### config.mk
export PLATFORM = sky130hd
export DESIGN_NAME = pes_to_ts_packetizer_top
export DESIGN_NICKNAME = d
export VERILOG_FILES = /design/src/ptsp_pkg.sv /design/src/pes_to_ts_packetizer_top.sv /design/src/ptsp_fifo.sv /design/src/ptsp_div.sv /design/src/ptsp_front.sv /design/src/ptsp_back.sv
export SDC_FILE = /design/constraint.sdc
export NUM_CORES = 1
export LEC_CHECK = 0
export ABC_AREA = 1
export BUFFER_PORTS_ARGS = -buffer_cell sky130_fd_sc_hd__buf_2
export CORE_MARGIN = 5
export CORE_UTILIZATION = 68
export DETAILED_ROUTE_END_ITERATION = 12
export PLACE_DENSITY_LB_ADDON = 0.12
export SLEW_MARGIN = 10
export SYNTH_ARGS = -nofsm -noshare
export SYNTH_HDL_FRONTEND = slang
export SYNTH_SLANG_ARGS = --single-unit
export TNS_END_PERCENT = 20
### constraint.sdc
create_clock -name i_clk -period 13.65 [get_ports i_clk]
set_clock_uncertainty 0.05 [all_clocks]
set_input_delay 0.6825 -clock i_clk [delete_from_list [all_inputs] [get_ports i_clk]]
set_output_delay 0.6825 -clock i_clk [all_outputs]
set_load 0.005 [all_outputs]
### src/ptsp_pkg.sv
// shared types and constants of the transport stream packetizer
package ptsp_pkg;

    localparam int unsigned TS_PACKET_BYTES  = 188;
    localparam int unsigned TS_PAYLOAD_BYTES = 184;
    localparam int unsigned PCR_AF_LEN       = 7;
    localparam int unsigned PCR_DIVISOR      = 300;
    localparam int unsigned OFFSET_BITS      = 42;
    localparam int unsigned CFG_IDX_BITS     = 3;

    localparam logic [41:0] PCR_WRAP      = 42'd2576980377600;
    localparam logic [7:0]  SYNC_BYTE     = 8'h47;
    localparam logic [7:0]  STUFF_BYTE    = 8'hff;
    localparam logic [7:0]  PCR_FLAG_BYTE = 8'h10;
    localparam logic [3:0]  CC_RESET      = 4'd1;

    localparam logic [7:0]  SLOT_LAST_P1  = 8'(TS_PACKET_BYTES);
    localparam logic [7:0]  PAY_FULL      = 8'(TS_PAYLOAD_BYTES);
    localparam logic [7:0]  PAY_PCR       = 8'(TS_PAYLOAD_BYTES - 1 - PCR_AF_LEN);
    localparam logic [7:0]  AF_NO_PCR     = 8'(TS_PAYLOAD_BYTES - 1);

    // stream codes
    localparam logic [1:0] STREAM_VIDEO    = 2'd0;
    localparam logic [1:0] STREAM_AUDIO    = 2'd1;
    localparam logic [1:0] STREAM_TELETEXT = 2'd2;
    localparam logic [1:0] STREAM_TABLE    = 2'd3;

    // register indexes
    localparam logic [CFG_IDX_BITS-1:0] CFG_PID_VIDEO    = 3'd0;
    localparam logic [CFG_IDX_BITS-1:0] CFG_PID_AUDIO    = 3'd1;
    localparam logic [CFG_IDX_BITS-1:0] CFG_PID_TELETEXT = 3'd2;
    localparam logic [CFG_IDX_BITS-1:0] CFG_PID_TABLE    = 3'd3;
    localparam logic [CFG_IDX_BITS-1:0] CFG_PCR_OFFSET   = 3'd4;

    typedef struct packed {
        logic [7:0]  data_byte;
        logic [1:0]  stream_select;
        logic        packet_begin;
        logic [19:0] packet_length;
        logic [31:0] packet_dts;
    } t_ts_in;

    typedef struct packed {
        logic [31:0] ts_word;
        logic        ts_packet_end;
        logic        run_last;
        logic        length_error;
    } t_ts_out;

    // one classified input byte, handed from front to back
    typedef struct packed {
        logic [7:0]  data;
        logic [12:0] pid;
        logic        pusi;
        logic        afe;
        logic [3:0]  cc;
        logic [7:0]  aflen;
        logic        with_pcr;
        logic [32:0] base;
        logic [8:0]  ext;
        logic [7:0]  data_slot;
        logic [7:0]  end_slot;
        logic        restart;
        logic        err;
    } t_job;

endpackage

### src/pes_to_ts_packetizer_top.sv
// pes to transport stream packetizer, top level
// a run's first word passes the job queue, the back end and the output queue before
// it can be popped, and waits longer when the run opens with a header
// the back end lays out one transport byte a cycle while a job is queued and the output
// queue has room; header, adaptation field or table padding bytes come on top of the data
// a write of pcr_offset holds full high while the offset is divided by 300
// synchronous active-low reset restores register defaults and all stream state
module pes_to_ts_packetizer_top import ptsp_pkg::*; #(
    parameter int LENGTH_BITS = 20
) (
    input  logic                    i_clk,
    input  logic                    i_rst_n,
    input  logic                    i_cfg_we,
    input  logic [CFG_IDX_BITS-1:0] i_cfg_idx,
    input  logic [OFFSET_BITS-1:0]  i_cfg_data,
    input  logic                    push,
    input  t_ts_in                  i_in,
    output logic                    full,
    input  logic                    pop,
    output t_ts_out                 o_out,
    output logic                    empty
);
    logic    job_push, job_full, job_pop, job_empty, out_push, out_full;
    t_job    job_in, job_out;
    t_ts_out back_out;

    ptsp_front #(.LENGTH_BITS(LENGTH_BITS)) u_front (
        .i_clk      (i_clk),
        .i_rst_n    (i_rst_n),
        .i_cfg_we   (i_cfg_we),
        .i_cfg_idx  (i_cfg_idx),
        .i_cfg_data (i_cfg_data),
        .i_push     (push),
        .i_in       (i_in),
        .o_full     (full),
        .o_job_push (job_push),
        .o_job      (job_in),
        .i_job_full (job_full)
    );

    ptsp_fifo #(.WIDTH($bits(t_job)), .DEPTH(4)) u_job_q (
        .i_clk   (i_clk),
        .i_rst_n (i_rst_n),
        .i_push  (job_push),
        .i_data  (job_in),
        .o_full  (job_full),
        .i_pop   (job_pop),
        .o_data  (job_out),
        .o_empty (job_empty)
    );

    ptsp_back u_back (
        .i_clk       (i_clk),
        .i_rst_n     (i_rst_n),
        .i_job       (job_out),
        .i_job_empty (job_empty),
        .o_job_pop   (job_pop),
        .o_out_push  (out_push),
        .o_out       (back_out),
        .i_out_full  (out_full)
    );

    ptsp_fifo #(.WIDTH($bits(t_ts_out)), .DEPTH(4)) u_out_q (
        .i_clk   (i_clk),
        .i_rst_n (i_rst_n),
        .i_push  (out_push),
        .i_data  (back_out),
        .o_full  (out_full),
        .i_pop   (pop),
        .o_data  (o_out),
        .o_empty (empty)
    );
endmodule

### src/ptsp_fifo.sv
// small register queue
module ptsp_fifo import ptsp_pkg::*; #(
    parameter int WIDTH = 8,
    parameter int DEPTH = 4
) (
    input  logic             i_clk,
    input  logic             i_rst_n,
    input  logic             i_push,
    input  logic [WIDTH-1:0] i_data,
    output logic             o_full,
    input  logic             i_pop,
    output logic [WIDTH-1:0] o_data,
    output logic             o_empty
);
    localparam int PW = (DEPTH > 1) ? $clog2(DEPTH) : 1;
    localparam int CW = $clog2(DEPTH + 1);

    logic [WIDTH-1:0] r_mem [DEPTH];
    logic [PW-1:0]    r_wr, r_rd;
    logic [CW-1:0]    r_cnt;
    logic             wr_en, rd_en;

    assign o_full  = (r_cnt == CW'(DEPTH));
    assign o_empty = (r_cnt == '0);
    assign wr_en   = i_push && !o_full;
    assign rd_en   = i_pop && !o_empty;
    assign o_data  = r_mem[r_rd];

    always_ff @(posedge i_clk) begin
        if (!i_rst_n) begin
            r_wr  <= '0;
            r_rd  <= '0;
            r_cnt <= '0;
        end else begin
            if (wr_en) begin
                r_wr <= (r_wr == PW'(DEPTH - 1)) ? '0 : r_wr + 1'b1;
            end
            if (rd_en) begin
                r_rd <= (r_rd == PW'(DEPTH - 1)) ? '0 : r_rd + 1'b1;
            end
            if (wr_en && !rd_en) begin
                r_cnt <= r_cnt + 1'b1;
            end else if (rd_en && !wr_en) begin
                r_cnt <= r_cnt - 1'b1;
            end
        end
    end

    always_ff @(posedge i_clk) begin
        if (wr_en) begin
            r_mem[r_wr] <= i_data;
        end
    end
endmodule

### src/ptsp_div.sv
// divide of the pcr offset by 300, one dividend byte a cycle by reciprocal multiply
module ptsp_div import ptsp_pkg::*; (
    input  logic                   i_clk,
    input  logic                   i_rst_n,
    input  logic                   i_load,
    input  logic [OFFSET_BITS-1:0] i_value,
    output logic                   o_busy,
    output logic [32:0]            o_quot,
    output logic [8:0]             o_rem
);
    localparam int          NUM_BITS = 48;
    // ceil(2^25 / 300), exact for every partial dividend below 300 * 256
    localparam logic [16:0] RECIP    = 17'd111849;

    logic [NUM_BITS-1:0] r_num, n_num;
    logic [8:0]          r_part, n_part;
    logic [2:0]          r_cnt;
    logic                r_busy;
    logic [16:0]         trial;
    logic [33:0]         prod;
    logic [7:0]          qd;

    assign trial  = {r_part, r_num[NUM_BITS-1 -: 8]};
    assign prod   = 34'(trial) * 34'(RECIP);
    assign qd     = prod[32:25];
    assign n_part = 9'(trial - 17'(qd) * 17'(PCR_DIVISOR));
    assign n_num  = {r_num[NUM_BITS-9:0], qd};

    assign o_busy = r_busy;
    assign o_quot = r_num[32:0];
    assign o_rem  = r_part;

    always_ff @(posedge i_clk) begin
        if (!i_rst_n) begin
            r_num  <= '0;
            r_part <= '0;
            r_cnt  <= '0;
            r_busy <= 1'b0;
        end else if (i_load) begin
            r_num  <= NUM_BITS'(i_value);
            r_part <= '0;
            r_cnt  <= 3'd6;
            r_busy <= 1'b1;
        end else if (r_busy) begin
            r_num  <= n_num;
            r_part <= n_part;
            r_cnt  <= r_cnt - 1'b1;
            r_busy <= (r_cnt != 3'd1);
        end
    end
endmodule

### src/ptsp_front.sv
// input side: config registers, stream state and classification of each byte
module ptsp_front import ptsp_pkg::*; #(
    parameter int LENGTH_BITS = 20
) (
    input  logic                    i_clk,
    input  logic                    i_rst_n,
    input  logic                    i_cfg_we,
    input  logic [CFG_IDX_BITS-1:0] i_cfg_idx,
    input  logic [OFFSET_BITS-1:0]  i_cfg_data,
    input  logic                    i_push,
    input  t_ts_in                  i_in,
    output logic                    o_full,
    output logic                    o_job_push,
    output t_job                    o_job,
    input  logic                    i_job_full
);
    localparam logic [31:0] MAXLEN = 32'((64'd1 << LENGTH_BITS) - 64'd1);

    logic [12:0]            r_pid [4];
    logic [3:0]             r_cc  [4];
    logic [31:0]            r_last_dts;
    logic [LENGTH_BITS-1:0] r_rem;
    logic [7:0]             r_slot;
    logic [1:0]             r_stream;
    logic                   r_first;

    logic                   div_load, div_busy;
    logic [OFFSET_BITS-1:0] off_red;
    logic [32:0]            quot;
    logic [8:0]             rmd;

    logic                   begin_b, accept, active, restart, err, hdr, stuff, afe, with_pcr, pad;
    logic [LENGTH_BITS-1:0] len_v, rem, rem_n;
    logic [1:0]             stream;
    logic                   first;
    logic [7:0]             slot_f, aflen, hlen, data_slot, slot_p1;

    // offset taken modulo the pcr wrap before the divide
    assign off_red  = (i_cfg_data >= PCR_WRAP) ? i_cfg_data - PCR_WRAP : i_cfg_data;
    assign div_load = i_cfg_we && (i_cfg_idx == CFG_PCR_OFFSET);

    ptsp_div u_div (
        .i_clk   (i_clk),
        .i_rst_n (i_rst_n),
        .i_load  (div_load),
        .i_value (off_red),
        .o_busy  (div_busy),
        .o_quot  (quot),
        .o_rem   (rmd)
    );

    assign o_full  = i_job_full || div_busy;
    assign accept  = i_push && !o_full;
    assign begin_b = i_in.packet_begin;

    always_comb begin
        err     = 1'b0;
        restart = 1'b0;
        len_v   = LENGTH_BITS'(i_in.packet_length);
        if (begin_b) begin
            if (r_rem != '0) begin
                err     = 1'b1;
                restart = 1'b1;
            end
            if (i_in.packet_length == '0) begin
                len_v = LENGTH_BITS'(1);
                err   = 1'b1;
            end else if (32'(i_in.packet_length) > MAXLEN) begin
                len_v = LENGTH_BITS'(MAXLEN);
                err   = 1'b1;
            end
        end
        rem      = begin_b ? len_v : r_rem;
        stream   = begin_b ? i_in.stream_select : r_stream;
        first    = begin_b ? 1'b1 : r_first;
        active   = begin_b || (r_rem != '0);
        slot_f   = restart ? 8'd0 : r_slot;
        hdr      = (slot_f == 8'd0);
        with_pcr = begin_b && (i_in.stream_select == STREAM_VIDEO) && (r_last_dts != '0);

        stuff = (rem < LENGTH_BITS'(with_pcr ? PAY_PCR : PAY_FULL)) && (stream != STREAM_TABLE);
        if (with_pcr) begin
            aflen = 8'(PCR_AF_LEN) + (stuff ? PAY_PCR - rem[7:0] : 8'd0);
        end else begin
            aflen = stuff ? AF_NO_PCR - rem[7:0] : 8'd0;
        end
        afe = with_pcr || stuff;

        hlen      = hdr ? (afe ? 8'd5 + aflen : 8'd4) : 8'd0;
        data_slot = slot_f + hlen;
        slot_p1   = data_slot + 8'd1;
        rem_n     = rem - 1'b1;
        pad       = (rem_n == '0);

        o_job.data      = i_in.data_byte;
        o_job.pid       = r_pid[stream];
        o_job.pusi      = first;
        o_job.afe       = afe;
        o_job.cc        = r_cc[stream];
        o_job.aflen     = aflen;
        o_job.with_pcr  = with_pcr;
        // dts*600 is an exact multiple of 300, so base and extension come
        // straight from the quotient and remainder of the offset
        o_job.base      = {r_last_dts, 1'b0} - quot - 33'(rmd != '0);
        o_job.ext       = (rmd == '0) ? 9'd0 : 9'(PCR_DIVISOR) - rmd;
        o_job.data_slot = data_slot;
        o_job.end_slot  = pad ? SLOT_LAST_P1 : slot_p1;
        o_job.restart   = restart;
        o_job.err       = err;
    end

    assign o_job_push = accept && active;

    always_ff @(posedge i_clk) begin
        if (!i_rst_n) begin
            r_pid[STREAM_VIDEO]    <= 13'd100;
            r_pid[STREAM_AUDIO]    <= 13'd101;
            r_pid[STREAM_TELETEXT] <= 13'd102;
            r_pid[STREAM_TABLE]    <= 13'd18;
            for (int i = 0; i < 4; i++) begin
                r_cc[i] <= CC_RESET;
            end
            r_last_dts <= '0;
            r_rem      <= '0;
            r_slot     <= '0;
            r_stream   <= '0;
            r_first    <= 1'b0;
        end else begin
            if (i_cfg_we) begin
                case (i_cfg_idx)
                    CFG_PID_VIDEO:    r_pid[STREAM_VIDEO]    <= i_cfg_data[12:0];
                    CFG_PID_AUDIO:    r_pid[STREAM_AUDIO]    <= i_cfg_data[12:0];
                    CFG_PID_TELETEXT: r_pid[STREAM_TELETEXT] <= i_cfg_data[12:0];
                    CFG_PID_TABLE:    r_pid[STREAM_TABLE]    <= i_cfg_data[12:0];
                    default: ;
                endcase
            end
            if (accept) begin
                if (begin_b) begin
                    r_stream <= i_in.stream_select;
                    if (i_in.stream_select == STREAM_VIDEO) begin
                        r_last_dts <= i_in.packet_dts;
                    end
                end
                if (active) begin
                    r_rem   <= rem_n;
                    r_first <= hdr ? 1'b0 : first;
                    r_slot  <= (pad || slot_p1 == SLOT_LAST_P1) ? 8'd0 : slot_p1;
                    if (hdr) begin
                        r_cc[stream] <= r_cc[stream] + 1'b1;
                    end
                end
            end
        end
    end
endmodule

### src/ptsp_back.sv
// output: header, adaptation field, data, padding; one byte a cycle unless stalled
module ptsp_back import ptsp_pkg::*; (
    input  logic    i_clk,
    input  logic    i_rst_n,
    input  t_job    i_job,
    input  logic    i_job_empty,
    output logic    o_job_pop,
    output logic    o_out_push,
    output t_ts_out o_out,
    input  logic    i_out_full
);
    logic [7:0]  r_slot;
    logic [31:0] r_asm;
    logic        r_mid;

    logic        step, fresh, word_done, job_done;
    logic [7:0]  s, n_slot, b, pfx;
    logic [31:0] cur_asm, n_asm;

    assign step  = !i_job_empty && !i_out_full;
    // an early packet begin drops the unfinished packet and partial word
    assign fresh = i_job.restart && !r_mid;

    always_comb begin
        s       = fresh ? 8'd0 : r_slot;
        cur_asm = fresh ? 32'd0 : r_asm;
        case (s)
            8'd0:  pfx = SYNC_BYTE;
            8'd1:  pfx = {1'b0, i_job.pusi, 1'b0, i_job.pid[12:8]};
            8'd2:  pfx = i_job.pid[7:0];
            8'd3:  pfx = {2'b00, i_job.afe, 1'b1, i_job.cc};
            8'd4:  pfx = i_job.aflen;
            8'd5:  pfx = i_job.with_pcr ? PCR_FLAG_BYTE : 8'h00;
            8'd6:  pfx = i_job.with_pcr ? i_job.base[32:25] : STUFF_BYTE;
            8'd7:  pfx = i_job.with_pcr ? i_job.base[24:17] : STUFF_BYTE;
            8'd8:  pfx = i_job.with_pcr ? i_job.base[16:9] : STUFF_BYTE;
            8'd9:  pfx = i_job.with_pcr ? i_job.base[8:1] : STUFF_BYTE;
            8'd10: pfx = i_job.with_pcr ? {i_job.base[0], 6'b111111, i_job.ext[8]}
                                        : STUFF_BYTE;
            8'd11: pfx = i_job.with_pcr ? i_job.ext[7:0] : STUFF_BYTE;
            default: pfx = STUFF_BYTE;
        endcase
        if (s < i_job.data_slot) begin
            b = pfx;
        end else if (s == i_job.data_slot) begin
            b = i_job.data;
        end else begin
            b = STUFF_BYTE;
        end
        n_asm     = {cur_asm[23:0], b};
        n_slot    = s + 8'd1;
        word_done = (n_slot[1:0] == 2'b00);
        job_done  = (n_slot == i_job.end_slot);

        o_out.ts_word       = n_asm;
        o_out.ts_packet_end = (n_slot == SLOT_LAST_P1);
        // last beat of the run when no later word boundary falls inside the job
        o_out.run_last      = (i_job.end_slot[7:2] == n_slot[7:2]);
        o_out.length_error  = i_job.err;
    end

    assign o_out_push = step && word_done;
    assign o_job_pop  = step && job_done;

    always_ff @(posedge i_clk) begin
        if (!i_rst_n) begin
            r_slot <= '0;
            r_asm  <= '0;
            r_mid  <= 1'b0;
        end else if (step) begin
            r_slot <= (n_slot == SLOT_LAST_P1) ? 8'd0 : n_slot;
            r_asm  <= word_done ? 32'd0 : n_asm;
            r_mid  <= !job_done;
        end
    end
endmodule

==> flow_metrics.tcl <==
set metrics [dict create \
    status "complete, no violations" \
    hold_end "u_job_q.r_mem[0][88]" \
    fp.dieH_um 255 \
    fin_crit_sh 0.661 \
    relSlewSlack 0.210 \
    fp-row-count 90 \
    end_kind "flop" \
    worstReg2RegEnd "u_front.u_div.o_rem[8]" \
    syn_avg_cell_area_sq_um 9.88 \
    max_stage_delay_ns 0.74 \
    drt_iter0_drc 2984 \
    synth-edff-count 592 \
    dp_hpwl_mm 68.9 \
    setup_slack_ns 4.62 \
    fin_cells 5090 \
    netlist_instances 4139 \
    synth_ff_type "edfxtp_1" \
    vias 30000 \
    final-seq-area_sq_um 21300 \
    finalNetCount 4729 \
    cts_resized 0 \
    cts.path.max_buffers 3 \
    die_width_um 255 \
    core_area_sq_um 60000 \
    slew_violations 0 \
    cts_setup_buffers 0 \
    cts_sinks 767 \
    finalHoldViolCount 0 \
    setup_viol 0 \
    grt_pass1_vias 29200 \
    synth_nets 4625 \
    worstSetupPathType "flop to flop" \
    routed_wl_mm 98.7 \
    synth_adder_area_share 0.135 \
    ys_types 74 \
    p_leak_nw 18.6 \
    drive_gt1_frac 0.0940 \
    antenna_found_initial 1 \
    layout_common_cells "edfxtp_1 (592), nor2_1 (563), inv_1 (528)" \
    timing_worst_slew_pin_value_ns 1.18 \
    ir_drop_v 0.000127 \
    clkTransAtPathRegs_ns 0.06 \
    grt_pass1_wl_mm 155 \
    setup-tns-final_ns 0 \
    ctsHoldBuffers 0 \
    drc 0 \
    multiInputGateArea_sq_um 17000 \
    die_area_sq_um 65200 \
    cts_max_level 3 \
    min-delay-start "i_in[55]" \
    clock.fmax_mhz 111 \
    mostFrequentLayoutCell "edfxtp_1" \
    cp_common_cell "fa_1" \
    grt_use_total 0.302 \
    grt-ovfl-total 0 \
    cp_slowest_cell "dfxtp_1" \
    start_util 0.682 \
    syn_area_sq_um 40900 \
    root_buffer "clkbuf_16" \
    cp.required_ns 14.09 \
    n_fill_cell 4188 \
    clk_latency_ns 0.62 \
    drv_cap 0 \
    numCtsBuffers 77 \
    gp_congestion 0.946 \
    async_reset_ff_frac 0 \
    viasPerCell 5.90 \
    crit_fanout 12 \
    rsz0062_at_grt "false" \
    ys_ff_latch 767 \
    synthMuxAreaShare 0.000245 \
    area_delta_synth_final_pct 9.63 \
    finalCriticalPeriod_ns 9.03 \
    cts_tree "built" \
    min_path_type "input pin to flop" \
    yosys.area_share.simple 0.129 \
    grt_max_degree 91 \
    antenna_left 0 \
    reg2regPathDepth 34 \
    r2r_start "u_front.u_div.o_rem[3]" \
    critPathLaunchType "flop" \
    synth-compound-area-share 0.130 \
    dp_cells 4946 \
    ys.warnings.count 0 \
    whs_path_depth 1 \
    post-place-ws_ns 4.66 \
    drt_first_pass_iters 5 \
    arrival_ns 9.47 \
    powerDensity_nw_per_um2 141 \
    yosys.area_share.xor_xnor 0.0201 \
    wl_per_cell_um 19.4 \
    seq_area_frac_synth 0.520 \
    hold_slack_ns 0.227 \
    synth_top_family_by_area "adder cells" \
    ff2ff_setup_slack_ns 4.62 \
    ios 150 \
    numPortBuffers 149 \
    n_antenna_cell 0 \
]
## metal layers
layer | vias up | GRT usage | share of wire
met5 | - | 0 | 0
met3 | 182 | 0.0540 | 0.084
met4 | 0 | 0.0838 | 0.026
met2 | 1295 | 0.496 | 0.48
li1 | 14300 | - | -
met1 | 14300 | 0.420 | 0.41
## power breakdown
group          switching (mW)  leakage (nW)  total [mW]  internal, mW
Combinational           0.971          10.4        1.40         0.434
Sequential             0.0650          6.95        2.87          2.80
Clock                   0.899          1.21        2.06          1.16
Total                    1.93          18.6        6.33          4.40
## stage by stage
stage / cell area (sq um) / power, mW / util
finish: 44800 / 6.33 / 0.747
floorplan: 40900 / 3.82 / -
global route: 44800 / 6.62 / 0.747
detailed placement: 42300 / 4.30 / 0.705
global placement: 42300 / 4.26 / 0.705
CTS: 44800 / 6.34 / 0.747
## state kept, by name, indices dropped and copies added, names as in the netlist, 8 cells and up, named ones only
register and cells:
u_front.r_cc 16, u_job_q.r_mem 384, u_back.r_slot 8, u_front.r_rem 20
u_front.u_div.r_num 48, u_back.r_asm 24, u_out_q.r_mem 140, u_front.u_div.o_rem 9
u_front.r_last_dts 32, u_front.r_slot 8, u_front.r_pid 52
## worst max path at each step
| stage | from | to | cells past startpoint |
|---|---|---|---|
| after floorplan | u_front.u_div.o_rem[3] | u_front.u_div.o_rem[8] | 34 |
| after global placement | u_front.u_div.o_rem[3] | u_front.u_div.o_rem[8] | 34 |
| after detailed placement | u_front.u_div.o_rem[3] | u_front.u_div.o_rem[8] | 34 |
| after CTS | u_front.u_div.o_rem[3] | u_front.u_div.o_rem[8] | 34 |
| after global routing | u_front.u_div.o_rem[3] | u_front.u_div.o_rem[8] | 34 |
| final | u_front.u_div.o_rem[3] | u_front.u_div.o_rem[8] | 34 |
## synth_stat cells, types with 12 or more instances
cell type	n	share of area
a211oi_1	12	0.0022
a21oi_1	250	0.031
a31oi_1	45	0.0069
clkbuf_1	143	0.013
dfxtp_1	175	0.086
edfxtp_1	592	0.43
fa_1	112	0.055
ha_1	261	0.080
inv_1	530	0.049
nand2_1	501	0.046
nand2_2	20	0.0031
nand3_1	61	0.0075
nand4_1	37	0.0057
nor2_1	573	0.053
nor3_1	14	0.0017
nor4_1	15	0.0023
o21ai_0	407	0.050
o221ai_1	13	0.0028
o22ai_1	101	0.015
o31ai_1	15	0.0028
or2_2	14	0.0021
xnor2_1	33	0.0071
xor2_1	61	0.013
## critical path, delay by kind of cell (launching register included)
family / cells / cell delay, ns
XOR/XNOR: 6 / 1.08
AND/OR/NAND/NOR: 4 / 0.58
flip-flops: 1 / 0.74
AO/OA/AOI/OAI: 6 / 1.12
buffers and inverters: 6 / 0.30
adder cells (fa/ha/maj): 12 / 5.04
## layout make-up
class	instances	area share
Tap cell	782	0.0218
Clock buffer	103	0.0480
Timing Repair Buffer	185	0.0227
Clock inverter	41	0.00790
Inverter	543	0.0457
Multi-Input combinational cell	2669	0.379
Sequential cell	767	0.475
## kinds of logic after synthesis
| family | Yosys count |
|---|---|
| AO/OA/AOI/OAI | 933 |
| multiplexers | 1 |
| XOR/XNOR | 94 |
| flip-flops | 767 |
| AND/OR/NAND/NOR | 1268 |
| buffers and inverters | 703 |
| adder cells (fa/ha/maj) | 373 |
(Power assumes the default switching activity.)
